===== src/rtl/bbr_lerp.sv =====
// ----------------------------------------------------------------------------
// bbr_lerp
// Two-stage fixed-point lerp: y = a + floor((b - a) * f / 2^FB).
// Stage one multiplies, stage two shifts and adds.
// ----------------------------------------------------------------------------
module bbr_lerp #(
    parameter int SB = 24,
    parameter int FB = 16
) (
    input  logic                 clk,
    input  logic                 rst_n,
    input  logic                 go,
    input  logic signed [SB-1:0] a,
    input  logic signed [SB-1:0] b,
    input  logic [FB-1:0]        f,
    output logic signed [SB-1:0] y
);

    localparam int DIFF_W = SB + 1;
    localparam int PW     = SB + FB + 2;

    logic signed [DIFF_W-1:0] diff;
    logic signed [FB:0]       fs;
    logic signed [PW-1:0]     prod_next;
    logic signed [PW-1:0]     prod_reg;
    logic signed [PW-1:0]     shifted;
    logic signed [SB-1:0]     base_reg;
    logic signed [SB-1:0]     y_reg;
    logic                     go_d_reg;

    assign diff      = DIFF_W'(b) - DIFF_W'(a);
    assign fs        = $signed({1'b0, f});
    assign prod_next = PW'(diff) * PW'(fs);
    assign shifted   = prod_reg >>> FB;

    always_ff @(posedge clk or negedge rst_n)
    begin
        if (!rst_n)
        begin
            go_d_reg <= 1'b0;
        end
        else
        begin
            go_d_reg <= go;
        end
    end

    always_ff @(posedge clk)
    begin
        if (go)
        begin
            prod_reg <= prod_next;
            base_reg <= a;
        end
        if (go_d_reg)
        begin
            y_reg <= base_reg + shifted[SB-1:0];
        end
    end

    assign y = y_reg;

endmodule


===== config.mk =====
export PLATFORM = sky130hd
export DESIGN_NAME = bbr_lerp
export DESIGN_NICKNAME = d
export VERILOG_FILES = /design/src/rtl/bbr_lerp.sv
export SDC_FILE = /design/constraint.sdc
export NUM_CORES = 1
export LEC_CHECK = 0
export BUFFER_PORTS_ARGS = -buffer_cell sky130_fd_sc_hd__buf_2
export CORE_MARGIN = 1.5
export CORE_UTILIZATION = 71
export CTS_BUF_LIST = sky130_fd_sc_hd__clkbuf_8
export DETAILED_ROUTE_END_ITERATION = 8
export PLACE_DENSITY = 0.95
export SLEW_MARGIN = 15
export SYNTH_ARGS = -nofsm -noshare
export SYNTH_HDL_FRONTEND = slang
export SYNTH_SLANG_ARGS = --single-unit

===== constraint.sdc =====
create_clock -name clk -period 4.81 [get_ports clk]
set_clock_uncertainty 0.05 [all_clocks]
set_input_delay 0.481 -clock clk [delete_from_list [all_inputs] [get_ports clk]]
set_output_delay 0.481 -clock clk [all_outputs]
set_load 0.005 [all_outputs]

==> results of run 1 <==
[kinds of logic after synthesis]
group                    after synthesis  share of synthesized area [%]
flip-flops                            73                           11.3
multiplexers                          35                           1.89
adder cells (fa/ha/maj)              522                           48.0
AO/OA/AOI/OAI                        207                           7.46
buffers and inverters                593                           11.5
AND/OR/NAND/NOR                      636                           16.6
XOR/XNOR                              74                           3.34
[layer usage]
layer | GRT overflow | track usage (%)
met1 | 16 | 81.4
met2 | 402 | 100
met3 | 17 | 71.5
met4 | 187 | 89.2
met5 | 0 | 43.0
[metrics by stage]
| stage | TNS (ns) | std cells | area (um2) |
|---|---|---|---|
| detailed placement | -91.71 | 2793 | 22700 |
| global placement | -82.35 | 2793 | 22700 |
| floorplan | -68.28 | 2140 | 19600 |
| CTS | -83.83 | 2839 | 23600 |
[what timing repair did]
action,4_1_cts
hold endpoints to repair,1
hold buffers,1
setup buffers,35
endpoints found under the setup margin,24
gates resized for setup,92
pin swaps,52
==> summary.txt, run 1 <==
Synth
  • Syn_nets: 2,724
  • Cell with the most instances after synthesis: inv_1
  • Post-synth cell types: 72
  • Post-synth top flop: edfxtp_1
  • Yosys reg bits: 73
  • Avg Inst Size Synth: 9.07 um2
  • Post-synth EDFFs: 72
  • Synth Instances: 2,140
  • Synth top area cells: fa_1, edfxtp_1, inv_1
  • Seq/Total Area, Yosys: 11.3%
  • Top cells by count, synth: inv_1, fa_1, nand2_1, and2_1, ha_1
  • Share of synthesized registers carrying an async set or reset: 1.37%
  • Yosys warning count: 0
  • Synth top area share: 38.5%
  • Synthesized cell area: 19,400 um2
  • Leading area contributor after synthesis: fa_1

Floorplanning
  • Row Count: 60
  • # IOs: 91
  • Die Ht: 168 um
  • Initial Utilization: 72.3%
  • Die X: 168 um

CTS
  • Root Buffer: clkbuf_8
  • H-tree depth: 3
  • CTS buffer count: 9
  • Sink Count: 73
  • Clk buf depth: 2

Status
  • Halt Stage: global routing (5_1_grt)
  • Status: did not finish
  • Error: [ERROR GRT-0116] Global routing finished with congestion. Check the congestion regions in the DRC Viewer.

Placed design
  • Worst slack, placed: -4.33 ns
  • PortBufs: 90
  • Hpwl dp: 55,200 um
  • Placer Congestion: 1.05

Global route
  • Grt ovf: 622
  • First-pass GRT wire length: 177,000 um
  • Vias in the first global route: 26,010
  • Gr usage total: 84.5%
  • Largest net degree at the start of global routing: 50
==> run 2: changes to the inputs <==
- CORE_UTILIZATION: 71 -> 40
- CTS_BUF_LIST: sky130_fd_sc_hd__clkbuf_8 -> not set
- PLACE_DENSITY: 0.95 -> not set
- PLACE_DENSITY_LB_ADDON: not set -> 0.15
==> run 2 against run 1 <==
Synthesized cell count unchanged. Area after synthesis unchanged. The flow now finishes, with violations (negative setup slack).
==> summary.txt, run 2 <==
Drt
  • DR iter-0 viols: 677
  • Metal3 WL: 2030 um
  • Top sig layer: met4
  • Pre-antenna DRT Iters: 5
  • Wire length on met1: 23,100 um
  • Vias post-DR: 15,361
  • Via density per instance: 4.91
  • Detail Route Antenna Nets: 0
  • DRC Markers: 0
  • Overall routed net length: 53,800 um
  • Met2 WL: 27,800 um
  • WL per Instance: 17.2 um

STA
  • PnR worst setup slack: -3.43 ns
  • # setup viols final: 24
  • Rel. slew slack: 31.7%
  • Worst slew pin tran: 1.02 ns
  • Max Slew Vio Count: 0
  • Crit path time final: 8.24 ns
  • Period utilization: 171%
  • Final-report hold violation count: 0
  • Unrepaired setup endpoints after global routing: yes
  • FMAX: 121 MHz

Synth
  • Avg Inst Size Synth: 9.07 um2 (unchanged)
  • Synthesized cell area: 19,400 um2 (unchanged)
  • Cell with the most instances after synthesis: inv_1
  • Syn_nets: 2,724 (unchanged)
  • Share of synthesized registers carrying an async set or reset: 1.37% (unchanged)
  • Synth Instances: 2,140 (unchanged)
  • Post-synth cell types: 72 (unchanged)
  • Synth top area share: 38.5% (unchanged)
  • Post-synth EDFFs: 72 (unchanged)
  • Seq/Total Area, Yosys: 11.3% (unchanged)
  • Post-synth top flop: edfxtp_1
  • Yosys reg bits: 73 (unchanged)
  • Leading area contributor after synthesis: fa_1
  • Yosys warning count: 0 (unchanged)
  • Top cells by count, synth: inv_1, fa_1, nand2_1, and2_1, ha_1
  • Synth top area cells: fa_1, edfxtp_1, inv_1

Setup path
  • Crit-path slowest cell: fa_1
  • Worst EP arrival: 8.28 ns
  • Critical Path Start Type: input port
  • Crit end category: flip-flop
  • Critical path required time: 4.85 ns
  • Slowest Stage Delay on Critical Path: 0.55 ns
  • Most frequent CP cell: fa_1
  • Crit path kind: input port to flip-flop
  • Crit path max fanout: 6

CTS
  • H-tree depth: 3 (unchanged)
  • Sink Count: 73 (unchanged)
  • Root Buffer: clkbuf_16
  • TritonCTS clock tree: built
  • Clk buf depth: 2 (unchanged)
  • CTS buffer count: 9 (unchanged)
  • CTS clk-pin slew, worst paths: 0.06 ns
  • Worst skew pair latency: 0.35 ns

Floorplanning
  • Die X: 223 um (+33%)
  • Core area: 47,800 um2
  • Die footprint: 49,900 um2
  • Initial Utilization: 40.6% (-32 points)
  • Row Count: 80 (+33%)
  • # IOs: 91 (unchanged)
  • Die Ht: 223 um (+33%)

Run
  • Number of max-cap violations: 0

Global route
  • Largest net degree at the start of global routing: 50
  • Vias in the first global route: 16,340
  • Gr usage total: 22.3%
  • Grt ovf: 0
  • First-pass GRT wire length: 86,500 um
  • Initial antenna violation count: 0

Final layout
  • Layout Utilization: 50.2%
  • Ant. Diodes: 0
  • Register area: 2190 um2
  • Layout filler cell count: 4,565
  • Most frequent cells in the layout: inv_1, fa_1, buf_4, nand2_1, and2_1
  • Multi-input gate area: 15,500 um2
  • Layout cells sized above 1: 23.0%
  • Most common cell after layout, fill and taps aside: inv_1
  • Final nets: 3,095
  • Area growth syn-to-layout: 23.7%

Placed design
  • Placer Congestion: 0.914 (-13%)
  • PortBufs: 90 (unchanged)
  • Hpwl dp: 45,900 um (-17%)

Status
  • Failing checks: negative setup slack
  • Status: finished with violations

Worst hold path
  • Worst hold path class: input port to flip-flop
[run 2: cell counts after synthesis]
Identical to the previous run, type by type.
[run 2: per-layer routing]
layer	vias to the layer above	track usage, %
met5	-	0
met4	0	3.73
met3	37	2.00
met2	299	40.7
met1	7754	29.0
li1	7271	-
[run 2: path summary, 6_finish.rpt]
path                                 to  slack [ns]  cells past startpoint   startpoint
max                        prod_reg[36]       -3.43                     32         a[2]
min                        base_reg[17]        0.28                      1        a[17]
max reg2reg                       y[23]        1.23                     10  base_reg[2]
max in group asynchronous      go_d_reg        4.23                      2        rst_n
min reg2reg                        y[0]        0.49                      1  base_reg[0]
min in group asynchronous      go_d_reg        0.39                      2        rst_n
[run 2: final cells by class]
type,count,share of cell area [%]
sequential,73,9.10
tap,615,3.20
clock buffer,9,0.937
multi-input combinational,1474,64.5
inverter,493,7.75
timing repair buffer,460,14.4
clock inverter,6,0.151
[run 2: timing repair]
item / CTS / global route
setup endpoints to repair: 24 / 24
setup buffers: 11 / 20
pin swaps: 22 / 34
hold endpoints to repair: 1 / 0
resized for setup: 37 / 58
hold buffers: 1 / 0
[run 2: cell families after synthesis]
group,count (synthesis),share of synthesized area [%]
AO/OA/AOI/OAI,207,7.46
XOR/XNOR,74,3.34
adder cells (fa/ha/maj),522,48.0
buffers and inverters,593,11.5
flip-flops,73,11.3
multiplexers,35,1.89
AND/OR/NAND/NOR,636,16.6
[run 2: through the flow]
stage / worst slack [ns] / hold WS, ns / instance area, um2 / cells / TNS, ns
after detailed placement: -4.04 / 0.207 / 23100 / 3087 / -88.39
after global routing: -3.73 / 0.268 / 24000 / 3130 / -81.90
after floorplan: -3.42 / 0.135 / 19600 / 2140 / -68.28
after global placement: -4.01 / 0.205 / 23100 / 3087 / -87.69
final: -3.43 / 0.282 / 24000 / 3130 / -75.29
after CTS: -3.47 / 0.272 / 23600 / 3113 / -75.90
[run 2: worst max-delay path, delay by kind of cell]
family	cells	cell delay, ns
adders and majority gates	8	3.41
AOI/OAI and AO/OA	11	2.54
and+or+nand+nor	4	0.99
buffers and inverters	7	0.53
xor gates and xnor gates	2	0.29
Power of run 2 is left out: the tool's default activity adds up to more than one toggle a clock period on the data nets, which glitch-free logic cannot reach.
